==> config.mk <==
export PLATFORM = sky130hd
export DESIGN_NAME = enq_ack_dle_frame_receiver
export DESIGN_NICKNAME = d
export VERILOG_FILES = /design/src/hw/rtl/eadfr_pkg.sv /design/src/hw/rtl/eadfr_regs.sv /design/src/hw/rtl/eadfr_core.sv /design/src/hw/rtl/eadfr_outbuf.sv /design/src/hw/rtl/enq_ack_dle_frame_receiver.sv
export SDC_FILE = /design/constraint.sdc
export NUM_CORES = 1
export LEC_CHECK = 0
export BUFFER_PORTS_ARGS = -buffer_cell sky130_fd_sc_hd__clkbuf_2
export CORE_MARGIN = 8
export CORE_UTILIZATION = 42
export CTS_BUF_LIST = sky130_fd_sc_hd__clkbuf_16
export CTS_CLUSTER_DIAMETER = 100
export DETAILED_ROUTE_END_ITERATION = 16
export SYNTH_ARGS = -nofsm -noshare
export SYNTH_HDL_FRONTEND = slang
export SYNTH_HIERARCHICAL = 1
export SYNTH_SLANG_ARGS = --single-unit
==> constraint.sdc <==
create_clock -name clk -period 8.4 [get_ports clk]
set_clock_uncertainty 0.15 [all_clocks]
set_input_delay 0.84 -clock clk [delete_from_list [all_inputs] [get_ports clk]]
set_output_delay 0.84 -clock clk [all_outputs]
set_load 0.02 [all_outputs]
==> src/hw/rtl/eadfr_pkg.sv <==
// Shared types and constants for the ENQ/ACK DLE frame receiver.
// Used by the register block, the receive core, the result buffer and the checker.
// No dependencies.
package eadfr_pkg;

  localparam int unsigned ADDR_W = 3;
  localparam int unsigned DATA_W = 32;

  localparam logic [7:0] CH_ENQ = 8'h05;
  localparam logic [7:0] CH_ACK = 8'h06;
  localparam logic [7:0] CH_NAK = 8'h15;
  localparam logic [7:0] CH_DLE = 8'h10;
  localparam logic [7:0] CH_ETX = 8'h03;

  localparam logic [15:0] TIMEOUT_RESET = 16'd500;
  localparam logic [7:0]  LIMIT_RESET   = 8'd128;

  typedef enum logic [0:0] {
    REG_TIMEOUT = 1'b0,
    REG_LIMIT   = 1'b1
  } reg_idx_t;

  typedef enum logic [1:0] {
    PH_IDLE  = 2'd0,
    PH_RECV  = 2'd1,
    PH_ACKED = 2'd2
  } phase_t;

  typedef enum logic [2:0] {
    EV_NONE      = 3'd0,
    EV_DELIVERED = 3'd1,
    EV_BADCHECK  = 3'd2,
    EV_OVERFLOW  = 3'd3,
    EV_TIMEOUT   = 3'd4
  } event_t;

  typedef struct packed {
    logic [15:0] timeout_ticks;
    logic [7:0]  frame_limit;
  } cfg_t;

  typedef struct packed {
    logic       tx_valid;
    logic [7:0] tx_byte;
    logic       data_valid;
    logic [7:0] data_byte;
    event_t     event_res;
    logic [7:0] frame_length;
  } res_t;

endpackage

==> src/hw/rtl/eadfr_regs.sv <==
// Configuration registers behind the APB-style port.
// Depends on eadfr_pkg.
module eadfr_regs (
  input  logic                            clk,
  input  logic                            rst,
  input  logic                            psel,
  input  logic                            penable,
  input  logic                            pwrite,
  input  logic [eadfr_pkg::ADDR_W-1:0]    paddr,
  input  logic [eadfr_pkg::DATA_W-1:0]    pwdata,
  output logic [eadfr_pkg::DATA_W-1:0]    prdata,
  output logic                            pready,
  output eadfr_pkg::cfg_t                 cfg
);

  eadfr_pkg::reg_idx_t idx;
  logic                wr_en;

  assign idx    = eadfr_pkg::reg_idx_t'(paddr[2]);
  assign wr_en  = psel && penable && pwrite;
  assign pready = 1'b1;

  always_ff @(posedge clk) begin
    if (rst) begin
      cfg.timeout_ticks <= eadfr_pkg::TIMEOUT_RESET;
      cfg.frame_limit   <= eadfr_pkg::LIMIT_RESET;
    end else if (wr_en) begin
      unique case (idx)
        eadfr_pkg::REG_TIMEOUT: cfg.timeout_ticks <= pwdata[15:0];
        eadfr_pkg::REG_LIMIT:   cfg.frame_limit   <= pwdata[7:0];
        default: ;
      endcase
    end
  end

  always_comb begin
    unique case (idx)
      eadfr_pkg::REG_TIMEOUT: prdata = {16'd0, cfg.timeout_ticks};
      eadfr_pkg::REG_LIMIT:   prdata = {24'd0, cfg.frame_limit};
      default:                prdata = '0;
    endcase
  end

endmodule

==> src/hw/rtl/eadfr_core.sv <==
// Receive state machine: ENQ handshake, DLE unescaping, XOR check, timeouts.
// Produces one result per accepted beat. Depends on eadfr_pkg.
module eadfr_core (
  input  logic              clk,
  input  logic              rst,
  input  logic              accept,
  input  logic              mode,
  input  logic [7:0]        rx_byte,
  input  eadfr_pkg::cfg_t   cfg,
  output eadfr_pkg::res_t   res
);

  eadfr_pkg::phase_t phase, phase_next;
  logic        escape_pending, escape_pending_next;
  logic        end_seen, end_seen_next;
  logic [7:0]  check_xor, check_xor_next;
  logic [7:0]  stored_count, stored_count_next;
  logic [15:0] silence_ticks, silence_ticks_next;

  logic [15:0] sil_inc;
  logic        timed_out;
  logic [7:0]  xor_upd;
  logic [7:0]  cnt_inc;
  logic        overflow;
  logic        is_dle_start;
  logic        is_etx_end;

  assign sil_inc      = silence_ticks + 16'd1;
  assign timed_out    = sil_inc >= cfg.timeout_ticks;
  assign xor_upd      = (stored_count != 8'd0) ? (check_xor ^ rx_byte) : check_xor;
  assign cnt_inc      = stored_count + 8'd1;
  assign overflow     = cnt_inc >= cfg.frame_limit;
  assign is_dle_start = !escape_pending && (rx_byte == eadfr_pkg::CH_DLE);
  assign is_etx_end   = !escape_pending && (rx_byte == eadfr_pkg::CH_ETX);

  always_ff @(posedge clk) begin
    if (rst) begin
      phase          <= eadfr_pkg::PH_IDLE;
      escape_pending <= 1'b0;
      end_seen       <= 1'b0;
      check_xor      <= 8'd0;
      stored_count   <= 8'd0;
      silence_ticks  <= 16'd0;
    end else if (accept) begin
      phase          <= phase_next;
      escape_pending <= escape_pending_next;
      end_seen       <= end_seen_next;
      check_xor      <= check_xor_next;
      stored_count   <= stored_count_next;
      silence_ticks  <= silence_ticks_next;
    end
  end

  // Next state
  always_comb begin
    phase_next          = phase;
    escape_pending_next = escape_pending;
    end_seen_next       = end_seen;
    check_xor_next      = check_xor;
    stored_count_next   = stored_count;
    silence_ticks_next  = silence_ticks;
    unique case (phase)
      eadfr_pkg::PH_RECV, eadfr_pkg::PH_ACKED: begin
        if (mode) begin
          silence_ticks_next = sil_inc;
          if (timed_out) phase_next = eadfr_pkg::PH_IDLE;
        end else if (phase == eadfr_pkg::PH_ACKED) begin
          phase_next = eadfr_pkg::PH_IDLE;
        end else begin
          silence_ticks_next = 16'd0;
          check_xor_next     = xor_upd;
          if (end_seen) begin
            phase_next = (xor_upd == 8'd0) ? eadfr_pkg::PH_ACKED : eadfr_pkg::PH_IDLE;
          end else if (is_dle_start) begin
            escape_pending_next = 1'b1;
          end else begin
            if (is_etx_end) end_seen_next = 1'b1;
            escape_pending_next = 1'b0;
            stored_count_next   = cnt_inc;
            if (overflow) phase_next = eadfr_pkg::PH_IDLE;
          end
        end
      end
      default: begin
        // Idle, and the unused code: only ENQ opens a frame
        if (!mode && rx_byte == eadfr_pkg::CH_ENQ) begin
          phase_next          = eadfr_pkg::PH_RECV;
          escape_pending_next = 1'b0;
          end_seen_next       = 1'b0;
          check_xor_next      = 8'd0;
          stored_count_next   = 8'd0;
          silence_ticks_next  = 16'd0;
        end
      end
    endcase
  end

  // Result of the current beat
  always_comb begin
    res = '0;
    unique case (phase)
      eadfr_pkg::PH_RECV, eadfr_pkg::PH_ACKED: begin
        if (mode) begin
          if (timed_out) begin
            if (phase == eadfr_pkg::PH_ACKED) begin
              res.event_res    = eadfr_pkg::EV_DELIVERED;
              res.frame_length = stored_count;
            end else begin
              res.event_res = eadfr_pkg::EV_TIMEOUT;
            end
          end
        end else if (phase == eadfr_pkg::PH_ACKED) begin
          res.event_res    = eadfr_pkg::EV_DELIVERED;
          res.frame_length = stored_count;
        end else if (end_seen) begin
          res.tx_valid = 1'b1;
          if (xor_upd == 8'd0) begin
            res.tx_byte = eadfr_pkg::CH_ACK;
          end else begin
            res.tx_byte   = eadfr_pkg::CH_NAK;
            res.event_res = eadfr_pkg::EV_BADCHECK;
          end
        end else if (!is_dle_start) begin
          res.data_valid = 1'b1;
          res.data_byte  = rx_byte;
          if (overflow) begin
            res.tx_valid  = 1'b1;
            res.tx_byte   = eadfr_pkg::CH_NAK;
            res.event_res = eadfr_pkg::EV_OVERFLOW;
          end
        end
      end
      default: begin
        if (!mode && rx_byte == eadfr_pkg::CH_ENQ) begin
          res.tx_valid = 1'b1;
          res.tx_byte  = eadfr_pkg::CH_ACK;
        end
      end
    endcase
  end

endmodule

==> src/hw/rtl/eadfr_outbuf.sv <==
// Two-entry result buffer: output register plus skid register.
// Keeps the input side open while one result waits. Depends on eadfr_pkg.
module eadfr_outbuf (
  input  logic              clk,
  input  logic              rst,
  input  logic              push,
  input  eadfr_pkg::res_t   push_res,
  output logic              space,
  output logic              out_valid,
  input  logic              out_ready,
  output eadfr_pkg::res_t   out_res
);

  logic            skid_valid;
  eadfr_pkg::res_t skid_res;
  logic            pop;

  assign pop   = out_valid && out_ready;
  assign space = !skid_valid;

  always_ff @(posedge clk) begin
    if (rst) begin
      out_valid  <= 1'b0;
      skid_valid <= 1'b0;
    end else if (skid_valid) begin
      if (pop) begin
        out_valid  <= 1'b1;
        skid_valid <= 1'b0;
      end
    end else if (push) begin
      if (out_valid && !pop) skid_valid <= 1'b1;
      out_valid <= 1'b1;
    end else if (pop) begin
      out_valid <= 1'b0;
    end
  end

  // Payload: skid into output, new beat into output, or a stalled beat into the skid
  always_ff @(posedge clk) begin
    if (skid_valid) begin
      if (pop) out_res <= skid_res;
    end else if (push) begin
      if (out_valid && !pop) skid_res <= push_res;
      else                   out_res  <= push_res;
    end
  end

endmodule

==> src/hw/rtl/enq_ack_dle_frame_receiver.sv <==
// ENQ/ACK frame receiver with DLE unescaping and XOR block check. Each beat
// (a received byte or a timer tick) yields exactly one result beat, held in
// the result buffer. One beat per cycle is taken for as long as results drain;
// a two-entry result buffer sets the stall behavior: item_ready drops only
// when both the output register and the skid register hold a result.
// Depends on eadfr_pkg, eadfr_regs, eadfr_core and eadfr_outbuf.
module enq_ack_dle_frame_receiver (
  input  logic                          clk,
  input  logic                          rst,
  input  logic                          item_valid,
  output logic                          item_ready,
  input  logic                          mode,
  input  logic [7:0]                    rx_byte,
  output logic                          res_valid,
  input  logic                          res_ready,
  output logic                          tx_valid,
  output logic [7:0]                    tx_byte,
  output logic                          data_valid,
  output logic [7:0]                    data_byte,
  output logic [2:0]                    event_res,
  output logic [7:0]                    frame_length,
  input  logic                          psel,
  input  logic                          penable,
  input  logic                          pwrite,
  input  logic [eadfr_pkg::ADDR_W-1:0]  paddr,
  input  logic [eadfr_pkg::DATA_W-1:0]  pwdata,
  output logic [eadfr_pkg::DATA_W-1:0]  prdata,
  output logic                          pready
);

  eadfr_pkg::cfg_t cfg;
  eadfr_pkg::res_t core_res;
  eadfr_pkg::res_t out_res;
  logic            accept;

  assign accept = item_valid && item_ready;

  eadfr_regs u_regs (
    .clk     (clk),
    .rst     (rst),
    .psel    (psel),
    .penable (penable),
    .pwrite  (pwrite),
    .paddr   (paddr),
    .pwdata  (pwdata),
    .prdata  (prdata),
    .pready  (pready),
    .cfg     (cfg)
  );

  eadfr_core u_core (
    .clk     (clk),
    .rst     (rst),
    .accept  (accept),
    .mode    (mode),
    .rx_byte (rx_byte),
    .cfg     (cfg),
    .res     (core_res)
  );

  eadfr_outbuf u_outbuf (
    .clk       (clk),
    .rst       (rst),
    .push      (accept),
    .push_res  (core_res),
    .space     (item_ready),
    .out_valid (res_valid),
    .out_ready (res_ready),
    .out_res   (out_res)
  );

  assign tx_valid     = out_res.tx_valid;
  assign tx_byte      = out_res.tx_byte;
  assign data_valid   = out_res.data_valid;
  assign data_byte    = out_res.data_byte;
  assign event_res    = out_res.event_res;
  assign frame_length = out_res.frame_length;

endmodule

==> results.tsv <==
stage	metric	value	unit
critical_path	Crit Reg-Reg Endpoint	u_core/phase[1]$_SDFFE_PP0P_	
timing	slew margin rel.	0.310	
critical_path	worst path arrival time	3.99	ns
timing	max-slew violation count	0	
power_and_ir_drop	worst vdd rail ir drop	0.000145	V
synth	Warnings, synthesis	6	
global_routing	vias in the first global route	4753	
power_and_ir_drop	Comb power frac	0.076	
layout	Design Area, Final	7730	sq um
hold_path	worst hold endpoint	u_core/phase[0]$_SDFFE_PP0P_	
layout	final core occ	0.489	
layout	final layout net count	774	
die	core area	15800	sq um
layout	fill count	1466	
critical_path	Crit. path cell count	12	
synth	ys flop type	dfxtp_1	
clock_network	hold_buf cts	0	
layout	Layout Cells excl Fill	924	
layout	Multi-input gate area	3320	sq um
timing	Final Setup Violations	0	
route	drt wl/cell	15.1	um
critical_path	Critical Path Most Common Cell	and4_1	
critical_path	Worst path slowest cell	or4b_1	
synth	synthesized area per cell	10.7	sq um
clock_network	CTS max path bufs	2	
synth	EDFF count, synth	58	
timing	worst slew pin tran	1.03	ns
timing	Tmin final	3.81	ns
die	initial core utilization	0.428	
hold_path	HP Start	u_core/phase[0]$_SDFFE_PP0P_	
critical_path	Critical Path RT	8.59	ns
route	DRC	0	
critical_path	Critical Path Fanout Max	6	
synth	asr flop ratio synth	0	
power_and_ir_drop	clock power share	0.500	
global_routing	GRT Total Usage	0.141	
critical_path	WS Path Type	register to register	
synth	#FFs+latches synth	120	
hold_path	Hold/Removal Path Class	register to register	
layout	commonest non-fill, non-tap cells in the layout	clkbuf_2, dfxtp_1, edfxtp_1	
die	die area	20500	sq um
synth	mapped cell area	6780	sq um
power_and_ir_drop	Net Sw Frac	0.231	
route	DRT Pass-1 Iters	4	
clock_network	Clk Latency, worst-skew pair	0.42	ns
critical_path	Worst path max stage delay	0.48	ns
route	Routed WL	14000	um
timing	setup TNS	0	ns
die	Chip Height	143	um
clock_network	CTS resizes	0	
die	# rows	46	
layout	Area Overhead vs Synth	14.1	%
power_and_ir_drop	Pleak	3.15	nW
clock_network	H-tree Lvls	4	
global_routing	grt total ovfl	0	
layout	most common cell after layout, fill and taps aside	clkbuf_2	
timing	unrepaired setup endpoints after global routing	false	
placed_design	Post-DP HPWL	10100	um
clock_network	Root Buffer	clkbuf_16	
clock_network	total CTS buffers	17	
critical_path	Largest delay share family, worst path	simple AND/OR/NAND/NOR gates	
placed_design	routability cong.	0.827	
placed_design	instance area at placement	7110	sq um
critical_path	FF-to-FF path depth	12	
global_routing	first-pass GRT wire length	23000	um
die	Die W	143	um
route	Starting DRT DRC Count	187	
critical_path	WP buf/inv	0	
route	vias post-DR	4760	
power_and_ir_drop	P_int	1.18	mW
power_and_ir_drop	Flop pwr share	0.424	
synth	Synth Instances	636	
synth	register area share after synthesis	0.440	
run_status	status	completed	
layout	share of cells above drive strength 1	0.232	
placed_design	PortBufs	79	
layout	Register Area	2980	sq um
hold_path	Hold Crit Depth	2	
critical_path	CP Launch Type	register	
global_routing	largest net degree at the start of global routing	84	
critical_path	crit-path cells	and4_1 > and4_1 > and4_1 > nand3_1 > xnor2_1 > ha_1 > and4_1 > nand4_1 > o32a_1 > a41o_1 > or4b_1 > a21oi_1	
timing	fin crit share	0.453	
route	Final ANT Viol Nets	0	
synth	Yosys cell types	60	
placed_design	dpl cells	892	
timing	f_max	0.263	GHz
layout	ant diodes	0	
power_and_ir_drop	Power Density	198	nW/um^2
power_and_ir_drop	sw power	0.353	mW
route	Avg Vias per Cell	5.15	
die	I/O Pins	115	
critical_path	CP Capture Type	register	
critical_path	setup slack, reg-to-reg	4.59	ns
critical_path	worst reg2reg path startpoint	u_core/silence_ticks[2]$_SDFFE_PP0P_	
global_routing	antenna violations before repair	0	
clock_network	CTS tree	done	
clock_network	number of post-CTS setup repair buffers	0	
run	MaxCap Viol Count	0	
clock_network	clock-pin transition on the worst setup and hold timing paths	0.06	ns
clock_network	clock sink count	120	
timing	final hold vios	0	
==> worst register-to-register path, stage by stage (launching register included) <==
cell and delay, ns:
dfxtp_1 0.41, and4_1 0.28, and4_1 0.28, and4_1 0.34, nand3_1 0.15, xnor2_1 0.15, ha_1 0.31, and4_1 0.25
nand4_1 0.12, o32a_1 0.42, a41o_1 0.26, or4b_1 0.48, a21oi_1 0.13
==> metrics by stage <==
stage,power [mW],worst slack [ns],hold WS (ns)
3_3_place_gp,0.778,4.68,0.313
4_1_cts,1.55,4.59,0.336
3_5_place_dp,0.781,4.63,0.326
2_1_floorplan,0.756,5.01,0.304
5_1_grt,1.59,4.38,0.373
6_report,1.53,4.59,0.336
==> flip-flops by register name, summed over array words and instances, names as in the netlist, 2 cells and up <==
register,flops
u_core/stored_count,8
u_core/phase,2
u_outbuf/skid_res,29
u_core/check_xor,8
u_regs/cfg,24
u_core/silence_ticks,16
u_outbuf/out_res,29
==> per-layer routing <==
metal  GRT usage  vias up  routed length [um]
li1            -     2372                   -
met1       0.165     2257                6230
met2       0.237      115                6790
met3      0.0394       16                 747
met4      0.0576        0                 211
met5           0        -                   0
==> cells in the mapped netlist, drive strengths merged, types with 2 or more instances <==
cell / count / area share
o21ai: 15 / 0.011
a21o: 11 / 0.012
nand2: 18 / 0.010
and4: 8 / 0.010
nand3: 14 / 0.010
ha: 28 / 0.052
xnor2: 16 / 0.021
a2111oi: 2 / 0.0026
nand3b: 2 / 0.0022
nand2b: 37 / 0.034
edfxtp: 58 / 0.26
and3: 15 / 0.014
buf: 44 / 0.054
xor2: 8 / 0.010
dfxtp: 62 / 0.18
mux2: 37 / 0.076
mux2i: 26 / 0.038
nor2: 45 / 0.025
inv: 30 / 0.017
o21a: 4 / 0.0044
or2: 3 / 0.0028
nor2b: 10 / 0.0092
nor4bb: 5 / 0.0074
nor4b: 2 / 0.0048
a22oi: 9 / 0.010
nand4: 7 / 0.0065
clkbuf: 16 / 0.0089
a221oi: 2 / 0.0026
conb: 3 / 0.0017
a211oi: 2 / 0.0022
nor3: 2 / 0.0022
a31oi: 6 / 0.0055
or3: 5 / 0.0046
o32ai: 5 / 0.0076
a311oi: 13 / 0.017
nor4: 3 / 0.0050
a21oi: 36 / 0.027
and2: 16 / 0.015
==> cell type report <==
| class | count | share of cell area |
|---|---|---|
| clock inverters | 15 | 0.0260 |
| multi-input cells | 444 | 0.430 |
| well taps | 216 | 0.0349 |
| clock buffers | 17 | 0.0550 |
| inverters | 30 | 0.0146 |
| flip-flops and latches | 120 | 0.386 |
| repair buffers | 82 | 0.0540 |
==> kinds of logic after synthesis <==
family / after synthesis / share of synthesized area
AOI/OAI and AO/OA: 112 / 0.112
adders and majority gates: 28 / 0.0517
xor gates and xnor gates: 24 / 0.0310
buffers and inverters: 90 / 0.0799
and+or+nand+nor: 196 / 0.169
DFF: 120 / 0.440
muxes: 63 / 0.114
other: 3 / 0.00166
==> power groups by stage <==
stage / logic (mW) / registers, mW / clock network (mW)
after detailed placement: 0.118 / 0.663 / 0
after global placement: 0.116 / 0.662 / 0
after global routing: 0.127 / 0.653 / 0.809
after CTS: 0.118 / 0.651 / 0.784
after floorplan: 0.0803 / 0.676 / 0
final: 0.117 / 0.650 / 0.765
==> how the worst max path moves through the flow <==
stage | endpoint | slack [ns] | start
after floorplan | u_core/phase[1]$_SDFFE_PP0P_ | 5.01 | u_core/silence_ticks[2]$_SDFFE_PP0P_
after global placement | u_core/phase[1]$_SDFFE_PP0P_ | 4.68 | u_core/silence_ticks[2]$_SDFFE_PP0P_
after detailed placement | u_core/phase[1]$_SDFFE_PP0P_ | 4.63 | u_core/silence_ticks[2]$_SDFFE_PP0P_
after CTS | u_core/phase[1]$_SDFFE_PP0P_ | 4.59 | u_core/silence_ticks[0]$_SDFFE_PP0P_
after global routing | u_core/phase[1]$_SDFFE_PP0P_ | 4.38 | u_core/silence_ticks[0]$_SDFFE_PP0P_
final | u_core/phase[1]$_SDFFE_PP0P_ | 4.59 | u_core/silence_ticks[2]$_SDFFE_PP0P_
(Power assumes the default switching activity.)
